===== config.mk =====
export PLATFORM = sky130hd
export DESIGN_NAME = pxh_queue
export DESIGN_NICKNAME = d
export VERILOG_FILES = /design/src/rtl/pxh_pkg.sv /design/src/rtl/pxh_queue.sv
export SDC_FILE = /design/constraint.sdc
export NUM_CORES = 1
export LEC_CHECK = 0
export ABC_AREA = 1
export BUFFER_PORTS_ARGS = -buffer_cell sky130_fd_sc_hd__buf_4
export CAP_MARGIN = 20
export CELL_PAD_IN_SITES_DETAIL_PLACEMENT = 2
export CELL_PAD_IN_SITES_GLOBAL_PLACEMENT = 2
export CORE_UTILIZATION = 31
export CTS_CLUSTER_SIZE = 30
export DETAILED_ROUTE_END_ITERATION = 10
export HOLD_SLACK_MARGIN = 0.08
export MAX_ROUTING_LAYER = met4
export PLACE_DENSITY = 0.84
export SETUP_SLACK_MARGIN = 0.5
export SLEW_MARGIN = 40
export SYNTH_ARGS = -nofsm -noshare
export SYNTH_HDL_FRONTEND = slang
export SYNTH_SLANG_ARGS = --single-unit

===== constraint.sdc =====
create_clock -name clk -period 1.3 [get_ports clk]
set_clock_uncertainty 0.1 [all_clocks]
set_input_delay 0.065 -clock clk [delete_from_list [all_inputs] [get_ports clk]]
set_output_delay 0.065 -clock clk [all_outputs]
set_load 0.005 [all_outputs]

===== src/rtl/pxh_pkg.sv =====
// Shared types, codes and constants of the pixel hit histogrammer.
package pxh_pkg;

	// Default geometry and store sizes.
	localparam int COLUMNS_DEF   = 80;
	localparam int ROWS_DEF      = 336;
	localparam int PAR_SLOTS_DEF = 4;
	localparam int TDC_BINS_DEF  = 4096;

	// Fixed sizes of the small histograms and the tot range.
	localparam int SMALL_BINS = 16;
	localparam int SMALL_AW   = 4;
	localparam int TOT_LIMIT  = 15;

	// Configuration register widths and reset values.
	localparam int CFG_IW = 3;
	localparam int CFG_DW = 4;
	localparam logic [3:0] MAX_TOT_RST   = 4'd13;
	localparam logic [2:0] PAR_COUNT_RST = 3'd1;

	// Depth of the queue between the classifier and the update engine.
	localparam int Q_DEPTH = 2;

	// Configuration register indexes.
	typedef enum logic [CFG_IW-1:0] {
		CFG_EN_OCC    = 3'd0,
		CFG_EN_BCID   = 3'd1,
		CFG_EN_TOT    = 3'd2,
		CFG_EN_TDC    = 3'd3,
		CFG_MAX_TOT   = 3'd4,
		CFG_PAR_COUNT = 3'd5
	} cfg_reg_t;

	// Item commands.
	typedef enum logic [1:0] {
		CMD_HIT  = 2'd0,
		CMD_SEED = 2'd1,
		CMD_READ = 2'd2
	} cmd_t;

	// Read targets.
	typedef enum logic [1:0] {
		HS_OCC  = 2'd0,
		HS_BCID = 2'd1,
		HS_TOT  = 2'd2,
		HS_TDC  = 2'd3
	} hsel_t;

	// Result status codes.
	typedef enum logic [2:0] {
		ST_OK     = 3'd0,
		ST_COLUMN = 3'd1,
		ST_ROW    = 3'd2,
		ST_TOT    = 3'd3,
		ST_TDC    = 3'd4,
		ST_BCID   = 3'd5,
		ST_PAR    = 3'd6,
		ST_READ   = 3'd7
	} status_t;

	// Update engine states.
	typedef enum logic [2:0] {
		B_CLEAR = 3'b001,
		B_IDLE  = 3'b010,
		B_EXEC  = 3'b100
	} back_state_t;

	// Decoded work for one item, handed from classifier to update engine.
	typedef struct packed {
		status_t status;
		logic    last;
		logic    inc_occ;
		logic    inc_bcid;
		logic    inc_tot;
		logic    inc_tdc;
		logic    rd_en;
		hsel_t   rd_sel;
	} ctl_t;

	// Address width for a store of the given depth.
	function automatic int addr_width(input int depth);
		return (depth > 1) ? $clog2(depth) : 1;
	endfunction

endpackage


===== src/rtl/pxh_queue.sv =====
// Short FIFO between the classifier and the update engine.
module pxh_queue import pxh_pkg::*; #(
	parameter int WIDTH = 8
) (
	input  logic clk,
	input  logic arst_n,
	input  logic push,
	input  logic [WIDTH-1:0] wdata,
	output logic full,
	input  logic pop,
	output logic [WIDTH-1:0] rdata,
	output logic empty
);

	localparam int QAW = addr_width(Q_DEPTH);

	logic [WIDTH-1:0] slot_q [Q_DEPTH];
	logic [QAW-1:0]   wr_ptr_q;
	logic [QAW-1:0]   rd_ptr_q;
	logic [QAW:0]     cnt_q;

	assign full  = cnt_q == (QAW+1)'(Q_DEPTH);
	assign empty = cnt_q == '0;
	assign rdata = slot_q[rd_ptr_q];

	// Entry storage.
	always_ff @(posedge clk) begin
		if (push) begin
			slot_q[wr_ptr_q] <= wdata;
		end
	end

	// Pointers and fill level.
	always_ff @(posedge clk or negedge arst_n) begin
		if (!arst_n) begin
			wr_ptr_q <= '0;
			rd_ptr_q <= '0;
			cnt_q    <= '0;
		end else begin
			if (push) begin
				wr_ptr_q <= (wr_ptr_q == QAW'(Q_DEPTH-1)) ? '0 : wr_ptr_q + 1'b1;
			end
			if (pop) begin
				rd_ptr_q <= (rd_ptr_q == QAW'(Q_DEPTH-1)) ? '0 : rd_ptr_q + 1'b1;
			end
			if (push && !pop) begin
				cnt_q <= cnt_q + 1'b1;
			end else if (pop && !push) begin
				cnt_q <= cnt_q - 1'b1;
			end
		end
	end

	// A transfer into a full queue or out of an empty one would lose or invent items.
	a_no_overflow: assert property (@(posedge clk) disable iff (!arst_n) full |-> !push)
		else $error("queue written while full");
	a_no_underflow: assert property (@(posedge clk) disable iff (!arst_n) empty |-> !pop)
		else $error("queue read while empty");

endmodule


==> results.json <==
{
  "synth_common_cells": "16 x edfxtp_1, 8 x mux2_4, 7 x inv_1, 5 x nand2_1, 4 x dfrtp_1",
  "ir_drop_v": 0.000973,
  "status": "finished, violations left",
  "cp_cell_sequence": "buf_6 -> mux2_4 -> buf_6",
  "pwr-share-comb_pct": 49.8,
  "layout-drive-gt1-share_pct": 59.6,
  "grt_start_max_net_pins": 12,
  "yosysUniqueCellTypes": 12,
  "finalCriticalPeriod_ns": 1.47,
  "area_growth_pct": 60.6,
  "clkLatencyLatePin_ns": 0.29,
  "drc": 0,
  "die_h_um": 53.4,
  "period_share_pct": 113,
  "syn_area_per_cell_um2": 16.4,
  "hold_path_class": "in2reg",
  "switching_share_pct": 29.4,
  "p_per_area_nw_per_um2": 1950,
  "rsz0062_at_grt": "yes",
  "relSlewSlack_pct": 83.1,
  "regToRegSetupSlack_ns": 0.13,
  "antenna_found_initial": 0,
  "internal-power_mw": 1.81,
  "slew_violations": 0,
  "cts_buffers": 3,
  "die_w_um": 53.4,
  "ant_nets": 0,
  "clock_path_buffers": 2,
  "gr-usage-all-layers_pct": 14.8,
  "start_kind": "register",
  "crit_fanout": 5,
  "port_buffers": 21,
  "path_class": "reg2out",
  "clkPwrFrac_pct": 11.8,
  "dpl_cell_area_um2": 1010,
  "cp.required_ns": 1.13,
  "setup.worst_path.end_class": "output port",
  "cts_tree": "done",
  "start_util_pct": 33.0,
  "p_seq_share_pct": 38.5,
  "clk_pin_slew_ns": 0.10,
  "cts-htree-levels": 1,
  "dp.cells": 100,
  "mappedNetlistArea_um2": 818,
  "diodes": 0,
  "slowest_delay_ns": 0.44,
  "ys_seq_area_share_pct": 70.9,
  "drtPass1Iterations": 2,
  "synth.top_cell.area_share_pct": 58.7,
  "worst_slack_ns": -0.166,
  "fmax_mhz": 682,
  "ys_warn_count": 0,
  "p_leak_nw": 0.578,
  "grt_pass1_wl_um": 2700,
  "gr-total-overflow": 0,
  "worst_slew_pin_slew_ns": 0.252,
  "die_area_um2": 2850,
  "gp_congestion": 0.631,
  "nets": 108,
  "slowest_stage": "dfrtp_2",
  "core.rowCount": 18,
  "core_area_um2": 2480,
  "synth_top_area_cell": "edfxtp_1",
  "stdcell_count": 124,
  "path_common_cell": "buf_6",
  "p_switching_mw": 0.754,
  "viasPerCell": 4.42,
  "yosys-top-cells-area": "edfxtp_1 59%, mux2_4 15%, dfrtp_1 12%",
  "dpl.hpwl_um": 1100,
  "hold_viol_final": 6,
  "hold_ws_ns": -0.118,
  "io_pins": 22,
  "drv_cap": 0,
  "clkSinkCount": 20,
  "arrival_ns": 1.30,
  "setup_viol": 8,
  "wl_per_cell_um": 15.7,
  "routed_wl_um": 1940,
  "grt_pass1_vias": 583,
  "synth_ff_type": "edfxtp_1",
  "synth_edf_count": 16,
  "synth_cells": 50,
  "nFillCells": 244,
  "violations": "negative hold slack, negative setup slack",
  "synth.most_common_cell": "edfxtp_1",
  "design_area_um2": 1310,
  "cts-root-buf": "clkbuf_4",
  "hold_buffers": 9,
  "synth.net_count": 63,
  "yosys_register_bits": 20,
  "first_iter_violations": 1,
  "vias": 548,
  "synthArstFlopShare_pct": 20.0
}
-- metal layers --
metal  vias to the layer above  GRT usage, %  part of all wire, %
met5                         -             -                    0
met1                       264          15.2                   40
li1                        260             -                    -
met3                         4          1.72                  3.8
met2                        20          27.1                   53
met4                         0          7.89                  2.7
-- sequential cells by signal (all words and copies together) (netlist names) --
register  flops
slot_q       16
cnt_q         2
wr_ptr_q      1
rd_ptr_q      1
-- repair_timing --
action,in CTS,in global routing
endpoints found under the setup margin,30,30
setup buffers,7,4
pin swaps,5,3
gates resized for setup,25,8
endpoints found under the hold margin,22,14
-- through the flow --
| stage | TNS, ns | util (%) | worst slack, ns | power (mW) | hold WS, ns |
|---|---|---|---|---|---|
| floorplan | 0 | - | 0.303 | 1.41 | -0.331 |
| global placement | 0 | 40.8 | 0.00757 | 1.66 | -0.234 |
| detailed placement | -0.161 | 40.8 | -0.0265 | 1.70 | -0.232 |
| CTS | -1.05 | 50.8 | -0.139 | 2.39 | -0.138 |
| global route | -1.69 | 53.0 | -0.221 | 2.72 | -0.131 |
| finish | -1.26 | 53.0 | -0.166 | 2.57 | -0.118 |
-- kinds of logic (layout without fill, tap and decap cells) --
family | count (synthesis) | after routing | share of synthesized area (%)
flip-flops | 20 | 20 | 70.9
AND/OR/NAND/NOR | 10 | 10 | 5.05
multiplexers | 8 | 8 | 14.7
buffers and inverters | 8 | 52 | 4.59
XOR/XNOR | 3 | 3 | 3.21
adder cells (fa/ha/maj) | 1 | 1 | 1.53
-- area by class of cell --
type | count | area, µm² | area share, %
clock buffers | 4 | 26.3 | 2.00
multi-input cells | 22 | 243 | 18.5
repair buffers | 41 | 390 | 29.7
well taps | 30 | 37.5 | 2.86
flip-flops and latches | 20 | 583 | 44.4
inverters | 7 | 33.8 | 2.57
-- worst paths after layout --
check                                      from                   end  cells after the start
max                        rd_ptr_q$_DFFE_PN0P_              rdata[5]                      3
min                                         pop  rd_ptr_q$_DFFE_PN0P_                      2
max reg2reg                rd_ptr_q$_DFFE_PN0P_  rd_ptr_q$_DFFE_PN0P_                      4
min reg2reg                cnt_q[1]$_DFFE_PN0P_  cnt_q[1]$_DFFE_PN0P_                      2
max in group asynchronous                arst_n  rd_ptr_q$_DFFE_PN0P_                      2
min in group asynchronous                arst_n  cnt_q[1]$_DFFE_PN0P_                      2
-- worst max-delay path: cells and delay by family, from the launching register on --
kind | cells | cell delay [ns]
multiplexers | 1 | 0.30
flip-flops | 1 | 0.44
buffers and inverters | 2 | 0.27
-- layout by cell type (no fill, tap or decap) --
| cell | netlist | layout |
|---|---|---|
| inv_8 | 0 | 1 |
| nand3_2 | 0 | 1 |
| dfrtp_2 | 0 | 2 |
| nand4_1 | 1 | 1 |
| nand2_4 | 0 | 1 |
| buf_4 | 0 | 16 |
| inv_2 | 0 | 2 |
| xor2_1 | 2 | 1 |
| nand2_1 | 5 | 2 |
| nor2_4 | 0 | 1 |
| clkbuf_1 | 0 | 1 |
| dlygate4sd3_1 | 0 | 9 |
| nor2_1 | 3 | 1 |
| nand2_2 | 0 | 2 |
| xnor2_2 | 0 | 1 |
| buf_6 | 1 | 16 |
| clkbuf_4 | 0 | 3 |
| edfxtp_1 | 16 | 16 |
| xor2_2 | 0 | 1 |
| dfrtp_1 | 4 | 2 |
| mux2_4 | 8 | 8 |
| ha_1 | 1 | 1 |
| nor2_2 | 0 | 1 |
| inv_1 | 7 | 4 |
-- power by group through the flow --
| stage | Sequential [mW] | Clock, mW | Combinational [mW] |
|---|---|---|---|
| 5_1_grt | 1.01 | 0.342 | 1.37 |
| 3_5_place_dp | 1.05 | 0 | 0.653 |
| 3_3_place_gp | 1.03 | 0 | 0.629 |
| 4_1_cts | 0.971 | 0.296 | 1.12 |
| 6_report | 0.987 | 0.302 | 1.28 |
| 2_1_floorplan | 0.951 | 0 | 0.459 |
Note: power is estimated with default switching activity, not from simulation.
