==> src/rtl/pxh_pkg.sv <==
// Shared types, codes and constants of the pixel hit histogrammer.
package pxh_pkg;

	// Default geometry and store sizes.
	localparam int COLUMNS_DEF   = 80;
	localparam int ROWS_DEF      = 336;
	localparam int PAR_SLOTS_DEF = 4;
	localparam int TDC_BINS_DEF  = 4096;

	// Fixed sizes of the small histograms and the tot range.
	localparam int SMALL_BINS = 16;
	localparam int SMALL_AW   = 4;
	localparam int TOT_LIMIT  = 15;

	// Configuration register widths and reset values.
	localparam int CFG_IW = 3;
	localparam int CFG_DW = 4;
	localparam logic [3:0] MAX_TOT_RST   = 4'd13;
	localparam logic [2:0] PAR_COUNT_RST = 3'd1;

	// Depth of the queue between the classifier and the update engine.
	localparam int Q_DEPTH = 2;

	// Configuration register indexes.
	typedef enum logic [CFG_IW-1:0] {
		CFG_EN_OCC    = 3'd0,
		CFG_EN_BCID   = 3'd1,
		CFG_EN_TOT    = 3'd2,
		CFG_EN_TDC    = 3'd3,
		CFG_MAX_TOT   = 3'd4,
		CFG_PAR_COUNT = 3'd5
	} cfg_reg_t;

	// Item commands.
	typedef enum logic [1:0] {
		CMD_HIT  = 2'd0,
		CMD_SEED = 2'd1,
		CMD_READ = 2'd2
	} cmd_t;

	// Read targets.
	typedef enum logic [1:0] {
		HS_OCC  = 2'd0,
		HS_BCID = 2'd1,
		HS_TOT  = 2'd2,
		HS_TDC  = 2'd3
	} hsel_t;

	// Result status codes.
	typedef enum logic [2:0] {
		ST_OK     = 3'd0,
		ST_COLUMN = 3'd1,
		ST_ROW    = 3'd2,
		ST_TOT    = 3'd3,
		ST_TDC    = 3'd4,
		ST_BCID   = 3'd5,
		ST_PAR    = 3'd6,
		ST_READ   = 3'd7
	} status_t;

	// Update engine states.
	typedef enum logic [2:0] {
		B_CLEAR = 3'b001,
		B_IDLE  = 3'b010,
		B_EXEC  = 3'b100
	} back_state_t;

	// Decoded work for one item, handed from classifier to update engine.
	typedef struct packed {
		status_t status;
		logic    last;
		logic    inc_occ;
		logic    inc_bcid;
		logic    inc_tot;
		logic    inc_tdc;
		logic    rd_en;
		hsel_t   rd_sel;
	} ctl_t;

	// Address width for a store of the given depth.
	function automatic int addr_width(input int depth);
		return (depth > 1) ? $clog2(depth) : 1;
	endfunction

endpackage

==> src/rtl/pxh_front.sv <==
// Front part: configuration registers, input acceptance and item classification.
module pxh_front import pxh_pkg::*; #(
	parameter int COLUMNS   = COLUMNS_DEF,
	parameter int ROWS      = ROWS_DEF,
	parameter int PAR_SLOTS = PAR_SLOTS_DEF,
	parameter int TDC_BINS  = TDC_BINS_DEF
) (
	input  logic clk,
	input  logic arst_n,
	// Input channel.
	input  logic in_valid,
	output logic in_stall,
	input  logic [1:0] cmd,
	input  logic [7:0] column,
	input  logic [9:0] row,
	input  logic [7:0] tot,
	input  logic [15:0] tdc,
	input  logic [7:0] rel_bcid,
	input  logic [7:0] par_index,
	input  logic [1:0] hist_select,
	input  logic [15:0] bin,
	input  logic last_in,
	// Configuration channel.
	input  logic cfg_valid,
	output logic cfg_ready,
	input  logic [CFG_IW-1:0] cfg_index,
	input  logic [CFG_DW-1:0] cfg_data,
	// Toward the queue.
	input  logic q_full,
	input  logic busy,
	output logic push,
	output ctl_t ctl,
	output logic [addr_width(COLUMNS*ROWS*PAR_SLOTS)-1:0] occ_addr,
	output logic [SMALL_AW-1:0] bcid_addr,
	output logic [SMALL_AW-1:0] tot_addr,
	output logic [addr_width(TDC_BINS)-1:0] tdc_addr
);

	localparam int OCC_AW = addr_width(COLUMNS*ROWS*PAR_SLOTS);
	localparam int TDC_AW = addr_width(TDC_BINS);
	localparam logic [OCC_AW-1:0] COL_K   = OCC_AW'(COLUMNS);
	localparam logic [OCC_AW-1:0] PLANE_K = OCC_AW'(COLUMNS*ROWS);

	logic       en_occ_q;
	logic       en_bcid_q;
	logic       en_tot_q;
	logic       en_tdc_q;
	logic [3:0] max_tot_q;
	logic [2:0] par_count_q;

	logic col_ok, row_ok, tot_ok, tdc_ok, bcid_ok, slot_ok, par_ok, cut;
	logic bin_small_ok, bin_tdc_ok;
	logic [7:0] col_m1;
	logic [9:0] row_m1;
	logic is_read;

	// Configuration writes are always taken.
	assign cfg_ready = 1'b1;

	always_ff @(posedge clk or negedge arst_n) begin
		if (!arst_n) begin
			en_occ_q    <= 1'b0;
			en_bcid_q   <= 1'b0;
			en_tot_q    <= 1'b0;
			en_tdc_q    <= 1'b0;
			max_tot_q   <= MAX_TOT_RST;
			par_count_q <= PAR_COUNT_RST;
		end else if (cfg_valid && cfg_ready) begin
			unique case (cfg_index)
				CFG_EN_OCC:    en_occ_q    <= cfg_data[0];
				CFG_EN_BCID:   en_bcid_q   <= cfg_data[0];
				CFG_EN_TOT:    en_tot_q    <= cfg_data[0];
				CFG_EN_TDC:    en_tdc_q    <= cfg_data[0];
				CFG_MAX_TOT:   max_tot_q   <= cfg_data[3:0];
				CFG_PAR_COUNT: par_count_q <= cfg_data[2:0];
				default: ;
			endcase
		end
	end

	// Accept an item when the queue has room and the stores are not being cleared.
	assign in_stall = q_full | busy;
	assign push     = in_valid & ~in_stall;

	// Range checks on the item fields.
	assign col_ok       = (column != 8'd0) && ({1'b0, column} <= 9'(COLUMNS));
	assign row_ok       = (row != 10'd0) && ({1'b0, row} <= 11'(ROWS));
	assign tot_ok       = tot <= 8'(TOT_LIMIT);
	assign tdc_ok       = {1'b0, tdc} < 17'(TDC_BINS);
	assign bcid_ok      = rel_bcid < 8'(SMALL_BINS);
	assign slot_ok      = {1'b0, par_index} < 9'(PAR_SLOTS);
	assign par_ok       = slot_ok && (par_index < {5'd0, par_count_q});
	assign cut          = tot <= {4'd0, max_tot_q};
	assign bin_small_ok = bin < 16'(SMALL_BINS);
	assign bin_tdc_ok   = {1'b0, bin} < 17'(TDC_BINS);

	// Bin addresses; reads take the one-dimensional bin from the bin field.
	assign col_m1    = column - 8'd1;
	assign row_m1    = row - 10'd1;
	assign is_read   = cmd == CMD_READ;
	assign occ_addr  = OCC_AW'(col_m1) + OCC_AW'(row_m1) * COL_K
		+ OCC_AW'(par_index) * PLANE_K;
	assign bcid_addr = is_read ? bin[SMALL_AW-1:0] : rel_bcid[SMALL_AW-1:0];
	assign tot_addr  = is_read ? bin[SMALL_AW-1:0] : tot[SMALL_AW-1:0];
	assign tdc_addr  = is_read ? bin[TDC_AW-1:0] : tdc[TDC_AW-1:0];

	// Classify the item: status, which stores change and what is read.
	always_comb begin
		ctl          = '0;
		ctl.status   = ST_READ;
		ctl.last     = last_in;
		ctl.rd_sel   = hsel_t'(hist_select);
		unique case (cmd)
			CMD_HIT: begin
				if (!col_ok)       ctl.status = ST_COLUMN;
				else if (!row_ok)  ctl.status = ST_ROW;
				else if (!tot_ok)  ctl.status = ST_TOT;
				else if (!tdc_ok)  ctl.status = ST_TDC;
				else if (!bcid_ok) ctl.status = ST_BCID;
				else if (!par_ok)  ctl.status = ST_PAR;
				else               ctl.status = ST_OK;
				if (ctl.status == ST_OK) begin
					ctl.inc_occ  = en_occ_q & cut;
					ctl.inc_bcid = en_bcid_q & cut;
					ctl.inc_tot  = en_tot_q & cut;
					ctl.inc_tdc  = en_tdc_q;
				end
			end
			CMD_SEED: begin
				if (!col_ok)      ctl.status = ST_COLUMN;
				else if (!row_ok) ctl.status = ST_ROW;
				else if (!par_ok) ctl.status = ST_PAR;
				else              ctl.status = ST_OK;
				ctl.inc_occ = (ctl.status == ST_OK) & en_occ_q;
			end
			CMD_READ: begin
				unique case (hist_select)
					HS_OCC:  ctl.rd_en = col_ok & row_ok & slot_ok;
					HS_BCID: ctl.rd_en = bin_small_ok;
					HS_TOT:  ctl.rd_en = bin_small_ok;
					HS_TDC:  ctl.rd_en = bin_tdc_ok;
					default: ctl.rd_en = 1'b0;
				endcase
				ctl.status = ctl.rd_en ? ST_OK : ST_READ;
			end
			default: ctl.status = ST_READ;
		endcase
	end

endmodule

==> config.mk <==
export PLATFORM = sky130hd
export DESIGN_NAME = pxh_front
export DESIGN_NICKNAME = d
export VERILOG_FILES = /design/src/rtl/pxh_pkg.sv /design/src/rtl/pxh_front.sv
export SDC_FILE = /design/constraint.sdc
export NUM_CORES = 1
export LEC_CHECK = 0
export BUFFER_PORTS_ARGS = -buffer_cell sky130_fd_sc_hd__buf_2
export CORE_MARGIN = 8
export CORE_UTILIZATION = 48
export DETAILED_ROUTE_END_ITERATION = 8
export HOLD_SLACK_MARGIN = 0.03
export PLACE_DENSITY = 0.83
export SLEW_MARGIN = 20
export SYNTH_ARGS = -nofsm -noshare
export SYNTH_HDL_FRONTEND = slang
export SYNTH_SLANG_ARGS = --single-unit
==> constraint.sdc <==
create_clock -name clk -period 4.8 [get_ports clk]
set_input_delay 0.24 -clock clk [delete_from_list [all_inputs] [get_ports clk]]
set_output_delay 0.24 -clock clk [all_outputs]
set_load 0.005 [all_outputs]
==> key figures, run 1 <==
STA
  • Hold Vio Cnt, Final: 0
  • Final min period: 4.45 ns
  • RSZ-0062 raised after global routing: false
  • Setup TNS: 0 ns
  • # setup viols final: 0
  • Fmax: 0.224 GHz
  • Max-slew headroom: 0.425
  • Period utilization: 0.928
  • Fin worst setup slack: 0.346 ns
  • Fin Clk Skew: 0 ns
  • Actual slew at the worst max-slew pin: 0.860 ns
  • Final Max Tran Viols: 0

CTS
  • H-tree levels: 1
  • CTS buffer count: 3
  • CTS root buf: clkbuf_8
  • Worst-path clk slew: 0.05 ns
  • Post-CTS setup buffers: 0
  • Worst-skew pair later-pin latency: 0.23 ns
  • Max clock buf depth: 2
  • Sink Count: 11
  • CTS tree: built

Cells and area
  • Filler cells: 554
  • Most frequent cells in the layout: 139 x buf_2, 69 x nand2_1, 48 x inv_1, 47 x ha_1, 29 x xnor2_1
  • Final nets: 674
  • Share of cells above drive strength 1: 0.311
  • Final core utilization: 0.629
  • Antenna diodes: 0
  • Area of the multi-input gates: 2350 sq um
  • Register Area: 280 sq um
  • Design area: 3660 sq um
  • Layout Area Growth over Synthesis: 28.6%
  • Most common cell after layout, fill and taps aside: buf_2
  • Non-Filler Instances: 603

Die
  • Die span in x: 93.0 um
  • Die Area: 8650 sq um
  • DIE HEIGHT: 93.0 um
  • Initial core utilization: 0.489
  • Core area: 5820 sq um
  • Rows: 28
  • Ports: 143

Detailed routing
  • Number of remaining DRC errors: 0
  • Wirelength per Cell: 14.6 um
  • Drt total wl: 8830 um
  • Detailed Route Iter0 Violations: 93
  • Vias per cell: 5.28
  • Vias: 3185
  • 1st-pass router iterations: 4
  • Post-route ant nets: 0

Hold path
  • Hold crit path type: primary input to flop
  • Hold-critical path depth: 3
  • Hold Path Origin: cfg_data[1]

Pwr
  • Sw Share: 0.440
  • Sequential power share: 0.131
  • Clock network fraction of design power: 0.097
  • Logic gate share of total power: 0.772
  • Pint: 0.535 mW
  • Leakage: 2.00 nW
  • P_sw: 0.421 mW
  • Max IR drop VDD: 0.000282 V
  • Pwr dens: 261 nW/um^2

GRT
  • First-pass GRT wire length: 14100 um
  • GRT Total Usage: 0.197
  • Total gr overflow: 0
  • Vias in the first global route: 3315
  • Largest net degree at the start of global routing: 21
  • Antenna violations before repair: 0

Setup path
  • CP delay by family, top: adder cells
  • Most used cell, CP: xnor2_1
  • R2R depth: 2
  • CP Depth: 19
  • Critical Path Fanout Max: 4
  • Worst EP arrival: 4.21 ns
  • Type of origin of the critical path: primary input
  • WP buf/inv: 4
  • CP Cell Sequence: buf_2 > inv_1 > ha_2 > nor3b_4 > xnor2_1 > inv_1 > ha_1 > fa_1 > a21o_1 > a21oi_2 > xnor2_1 > ha_1 > and2_1 > or4_1 > o21ai_1 > o21ai_1 > a31oi_1 > xnor2_1 > buf_2
  • Slowest stage delay, CP: 0.47 ns
  • Crit path capture type: output port
  • Setup CP Type: primary input to output port
  • Worst setup path start: row[0]
  • WP data required: 4.56 ns
  • Worst path slowest cell: fa_1
  • Worst reg2reg path startpoint: max_tot_q[3]

Logic synthesis
  • Main flop type after synthesis: dfrtp_1
  • EDFF count, synth: 0
  • Synth warnings: 0
  • Synth unique cells: 56
  • Async set-reset flop share out of synthesis: 1.00
  • Post-Synthesis Cell Area: 2850 sq um
  • Synthesis-stage register bit count: 11
  • Avg Inst Size Synth: 7.24 sq um
  • Post-Syn Nets: 538
  • Cell count after synthesis: 393
  • Sequential fraction of the synthesis area: 0.0985

Place
  • Place WS: 0.177 ns
  • Routability cong.: 0.840
  • HPWL after DPL: 7810 um
  • Post-place instance area: 3580 sq um
  • Number of port buffers: 139
  • Post-Place Cells: 598

Outcome
  • Outcome: complete, no violations

Run
  • Max_cap viols: 0
kinds of logic (layout without fill, tap and decap cells):
| group | count (synthesis) | in the layout | synth area share |
|---|---|---|---|
| compound gates | 72 | 72 | 0.162 |
| other cells | 1 | 1 | 0.00132 |
| buf+inv | 57 | 192 | 0.0809 |
| flops | 11 | 11 | 0.0985 |
| simple gates | 150 | 150 | 0.254 |
| fa+ha+maj | 53 | 53 | 0.246 |
| mux | 7 | 7 | 0.0273 |
| xor+xnor | 42 | 42 | 0.129 |
registers in the layout (all words and copies together), names as in the netlist:
name / flops
en_bcid_q: 1
en_occ_q: 1
en_tdc_q: 1
en_tot_q: 1
max_tot_q: 4
par_count_q: 3
per-stage QoR:
step / power (mW) / hold WS (ns)
floorplan: 0.605 / -0.0556
global placement: 0.839 / 0.117
detailed placement: 0.866 / 0.122
CTS: 0.964 / 0.227
global route: 1.06 / 0.240
finish: 0.956 / 0.235
area by class of cell:
| cell class | count | area share |
|---|---|---|
| Clock buffer | 3 | 0.0113 |
| Clock inverter | 1 | 0.00137 |
| Inverter | 48 | 0.0492 |
| Multi-Input combinational cell | 325 | 0.643 |
| Sequential cell | 11 | 0.0766 |
| Tap cell | 75 | 0.0256 |
| Timing Repair Buffer | 140 | 0.193 |
what timing repair did:
action / CTS / global route
hold endpoints to repair: 7 / 0
endpoints found under the setup margin: 0 / 1
gates resized for setup: 0 / 4
hold buffers: 1 / 0
synth_stat cells (all sizes together) (4+ instances only):
| library cell | number | area (sq um) |
|---|---|---|
| a31oi | 4 | 25.0 |
| ha | 48 | 601 |
| nor2b | 4 | 25.0 |
| a21o | 7 | 52.6 |
| dfrtp | 7 | 175 |
| a21oi | 15 | 82.6 |
| fa | 5 | 100 |
| mux2 | 6 | 67.6 |
| nor2 | 28 | 105 |
| xnor2 | 29 | 254 |
| nand2 | 69 | 259 |
| dfstp | 4 | 105 |
| clkbuf | 4 | 15.0 |
| nor3 | 11 | 60.1 |
| o21ai | 24 | 120 |
| nor4 | 4 | 31.3 |
| inv | 48 | 180 |
| xor2 | 13 | 114 |
| o21a | 5 | 37.5 |
| nand3 | 6 | 30.0 |
| buf | 5 | 35.0 |
power by group through the flow:
stage / Clock, mW / Combinational [mW] / Sequential (mW)
5_1_grt: 0.100 / 0.828 / 0.128
3_5_place_dp: 0 / 0.738 / 0.127
4_1_cts: 0.0944 / 0.743 / 0.126
3_3_place_gp: 0 / 0.712 / 0.127
2_1_floorplan: 0 / 0.481 / 0.124
6_report: 0.0925 / 0.738 / 0.125
layer usage:
layer	vias to the layer above	GRT usage	part of all wire
li1	1617	-	-
met1	1436	0.197	0.39
met2	116	0.388	0.52
met3	16	0.0561	0.076
met4	0	0.0430	0.014
met5	-	0	0
tightest hold or removal path, delay by kind of cell:
kind | cells | cell delay, ns
AOI/OAI and AO/OA | 1 | 0.06
buffers and inverters | 1 | 0.09
and+or+nand+nor | 1 | 0.04
final timing paths:
path                                   to  slack (ns)
min reg2reg                par_count_q[2]        0.50
min in group asynchronous        en_occ_q        0.40
min                          max_tot_q[1]        0.23
max                          occ_addr[16]        0.35
max reg2reg                  max_tot_q[3]        4.00
max in group asynchronous  par_count_q[0]        4.13
Note: power is estimated with default switching activity, not from simulation.
==> run 2: changes to the inputs <==
--- a/config.mk
+++ b/config.mk
@@ -5,12 +5,14 @@
 export SDC_FILE = /design/constraint.sdc
 export NUM_CORES = 1
 export LEC_CHECK = 0
+export ABC_AREA = 1
 export BUFFER_PORTS_ARGS = -buffer_cell sky130_fd_sc_hd__buf_2
 export CORE_MARGIN = 8
-export CORE_UTILIZATION = 48
+export CORE_UTILIZATION = 49
 export DETAILED_ROUTE_END_ITERATION = 8
+export GPL_TIMING_DRIVEN = 1
 export HOLD_SLACK_MARGIN = 0.03
-export PLACE_DENSITY = 0.83
+export PLACE_DENSITY = 0.82
 export SLEW_MARGIN = 20
 export SYNTH_ARGS = -nofsm -noshare
 export SYNTH_HDL_FRONTEND = slang
==> run 2 against run 1 <==
Clock skew unchanged. Sequential power is essentially flat. Flip-flop and latch count stayed put. Die area rose by 5.0%. Wire length rose by 0.83%. Sequential share of layout area fell by 0.45 points. Setup slack gained 0.40 ns. Critical endpoint unchanged.
==> key figures, run 2 <==
Outcome
  • Outcome: complete, no violations (unchanged)

STA
  • Max-slew headroom: 0.584 (was 0.425)
  • Actual slew at the worst max-slew pin: 0.624 ns (was 0.860 ns)
  • Setup TNS: 0 ns (unchanged)
  • Fin worst setup slack: 0.747 ns (was 0.346 ns)
  • RSZ-0062 raised after global routing: false (unchanged)
  • Fmax: 0.247 GHz (was 0.224 GHz)
  • Final Max Tran Viols: 0 (unchanged)
  • Fin Clk Skew: 0 ns (unchanged)
  • Period utilization: 0.844 (was 0.928)
  • Hold Vio Cnt, Final: 0 (unchanged)
  • # setup viols final: 0 (unchanged)
  • Final min period: 4.05 ns (was 4.45 ns)

Setup path
  • Critical Path Fanout Max: 5 (was 4)
  • Type of origin of the critical path: primary input (unchanged)
  • Crit path capture type: output port (unchanged)
  • Slowest stage delay, CP: 0.33 ns (was 0.47 ns)
  • WP buf/inv: 6 (was 4)
  • Most used cell, CP: inv_1 (was xnor2_1)
  • Worst path slowest cell: ha_1 (was fa_1)
  • Setup CP Type: primary input to output port (unchanged)
  • Worst EP arrival: 3.81 ns (was 4.21 ns)
  • CP delay by family, top: simple AND/OR/NAND/NOR gates (was adder cells)
  • WP data required: 4.56 ns (about the same)

Cells and area
  • Max reg flops: 4 (unchanged)
  • Most common cell after layout, fill and taps aside: buf_2 (unchanged)
  • Antenna diodes: 0 (unchanged)
  • Final nets: 785 (was 674)
  • Most frequent cells in the layout: 139 x buf_2, 129 x nand2_1, 97 x inv_1, 48 x ha_1, 43 x nor2_1 (was 139 x buf_2, 69 x nand2_1, 48 x inv_1, 47 x ha_1, 29 x xnor2_1)
  • Layout Area Growth over Synthesis: 26.3% (was 28.6%)
  • Top reg by flops: max_tot_q (unchanged)
  • Design area: 3890 sq um (was 3660 sq um)
  • Share of cells above drive strength 1: 0.260 (was 0.311)
  • Biggest regs: max_tot_q: 4 flops, par_count_q: 3 flops (unchanged)
  • Final core utilization: 0.627 (was 0.629)

Detailed routing
  • Number of remaining DRC errors: 0 (unchanged)
  • 1st-pass router iterations: 6 (was 4)
  • Post-route ant nets: 0 (unchanged)
  • Detailed Route Iter0 Violations: 194 (was 93)
  • Vias: 3533 (was 3185)
  • Vias per cell: 4.93 (was 5.28)
  • Drt total wl: 8910 um (was 8830 um)
  • Wirelength per Cell: 12.4 um (was 14.6 um)

CTS
  • PostCTS Resize Cnt: 0 (unchanged)
  • CTS root buf: clkbuf_8 (unchanged)
  • CTS tree: built (unchanged)
  • H-tree levels: 1 (unchanged)
  • CTS buffer count: 3 (unchanged)
  • Sink Count: 11 (unchanged)
  • Max clock buf depth: 2 (unchanged)
  • Worst-skew pair later-pin latency: 0.24 ns (was 0.23 ns)
  • Worst-path clk slew: 0.05 ns (about the same)

Place
  • Routability cong.: 0.936 (was 0.840)
  • Place WS: 0.806 ns (was 0.177 ns)
  • Post-place instance area: 3830 sq um (was 3580 sq um)
  • HPWL after DPL: 7910 um (was 7810 um)
  • Number of port buffers: 139 (unchanged)

Pwr
  • Leakage: 2.38 nW (was 2.00 nW)
  • Pwr dens: 249 nW/um^2 (was 261 nW/um^2)
  • Max IR drop VDD: 0.000238 V (was 0.000282 V)

Die
  • Ports: 143 (unchanged)
  • Rows: 29 (was 28)
  • Die span in x: 95.3 um (was 93.0 um)
  • DIE HEIGHT: 95.3 um (was 93.0 um)
  • Die Area: 9080 sq um (was 8650 sq um)
  • Initial core utilization: 0.496 (was 0.489)
  • Core area: 6200 sq um (was 5820 sq um)

GRT
  • Largest net degree at the start of global routing: 25 (was 21)
  • GRT Total Usage: 0.183 (was 0.197)
  • Vias in the first global route: 3382 (was 3315)
  • Antenna violations before repair: 0 (unchanged)
  • First-pass GRT wire length: 14000 um (was 14100 um)
  • Total gr overflow: 0 (unchanged)

Logic synthesis
  • Synth Area in Simple Gates: 0.330 (was 0.254)
  • Post-Synth XOR/XNOR Area: 0.0963 (was 0.129)
  • Fraction of the mapped netlist area in adder cells: 0.228 (was 0.246)
  • Post-Synthesis Cell Area: 3080 sq um (was 2850 sq um)
  • Avg Inst Size Synth: 6.15 sq um (was 7.24 sq um)
  • Most numerous cell in the Yosys netlist: nand2_1 (unchanged)
  • Synthesis-stage register bit count: 11 (unchanged)
  • Main flop type after synthesis: dfrtp_1 (unchanged)
  • Top-area cell type share of the netlist area: 0.195 (was 0.211)
  • Most frequent cells after synthesis: 129 x nand2_1, 97 x inv_1, 48 x ha_1 (was 69 x nand2_1, 48 x ha_1, 48 x inv_1)
  • Synth Area in Compound Gates: 0.120 (was 0.162)
  • Async set-reset flop share out of synthesis: 1.00 (unchanged)
  • Synth unique cells: 42 (was 56)
  • Top post-synthesis cells by area: ha_1 20%, nand2_1 16%, inv_1 12% (was ha_1 21%, nand2_1 9.1%, xnor2_1 8.9%)
  • Sequential fraction of the synthesis area: 0.0910 (was 0.0985)
  • Synth warnings: 0 (unchanged)
  • Largest family of logic cells by synthesized area: simple AND/OR/NAND/NOR gates (unchanged)
  • Cell count after synthesis: 501 (was 393)
  • Dominant cell type by area after synthesis: ha_1 (unchanged)
  • Mux cell area share after synthesis: 0 (was 0.0273)
  • EDFF count, synth: 0 (unchanged)
  • Post-Syn Nets: 646 (was 538)

Hold path
  • Hold crit path type: primary input to flop (unchanged)

Run
  • Max_cap viols: 0 (unchanged)
[run 2: changes by cell type after synthesis, sizes merged, moves of 4 or more]
cell	delta
nand2	+62
inv	+52
nand3	+29
nor2	+21
xnor2	-21
a21oi	+14
xor2	+12
nor3	-8
mux2	-6
a21o	-5
o21a	-5
nand4	+4
nor2b	-4
[run 2: layout make-up]
type / count / area [sq um]
Clock buffer: 4 / 45.0
Fill cell: 604 / 2320
Inverter: 100 / 375
Multi-Input combinational cell: 384 / 2390
Sequential cell: 11 / 280
Tap cell: 77 / 96.3
Timing Repair Buffer: 140 / 706
[run 2: cells by family (layout without fill, tap and decap cells)]
family / Yosys count / in the layout
xor+xnor: 33 / 33
simple gates: 231 / 231
compound gates: 66 / 66
buf+inv: 106 / 244
flops: 11 / 11
fa+ha+maj: 53 / 53
other cells: 1 / 1
[run 2: worst register-to-register path, stage by stage, from the launching register on]
cell and delay [ns]:
dfstp_2 0.53, nand2_1 0.06, o21ai_0 0.10
[run 2: worst paths after layout]
check / start / endpoint / slack, ns / cells after the start
hold / removal: cfg_data[3] / max_tot_q[3] / 0.23 / 3
hold reg to reg: max_tot_q[3] / max_tot_q[3] / 0.49 / 2
min in group asynchronous: arst_n / par_count_q[2] / 0.40 / 2
setup reg to reg: max_tot_q[0] / max_tot_q[0] / 4.03 / 2
setup / recovery: row[0] / occ_addr[16] / 0.75 / 25
max in group asynchronous: arst_n / par_count_q[0] / 4.13 / 2
[run 2: metrics by stage]
stage	power, mW	cells	hold slack (ns)
after floorplan	0.616	501	-0.0556
after global placement	0.856	711	0.119
after detailed placement	0.874	711	0.126
after CTS	0.974	716	0.237
after global routing	1.08	716	0.258
final	0.967	716	0.231
[run 2: what timing repair did]
item	in CTS	in global routing
setup buffers	0	0
hold buffers	1	0
hold endpoints to repair	7	0
[run 2: power by group]
part,switching (mW),internal [mW]
Clock,0.0367,0.0585
Combinational,0.420,0.327
Sequential,0.00973,0.115
Total,0.467,0.500
[run 2: metal layers]
metal | vias to the layer above | track usage | wire [um]
met2 | 102 | 0.323 | 4480
li1 | 1863 | - | -
met1 | 1561 | 0.229 | 3750
met4 | 0 | 0.0312 | 72
met5 | - | 0 | 0
met3 | 7 | 0.0307 | 603
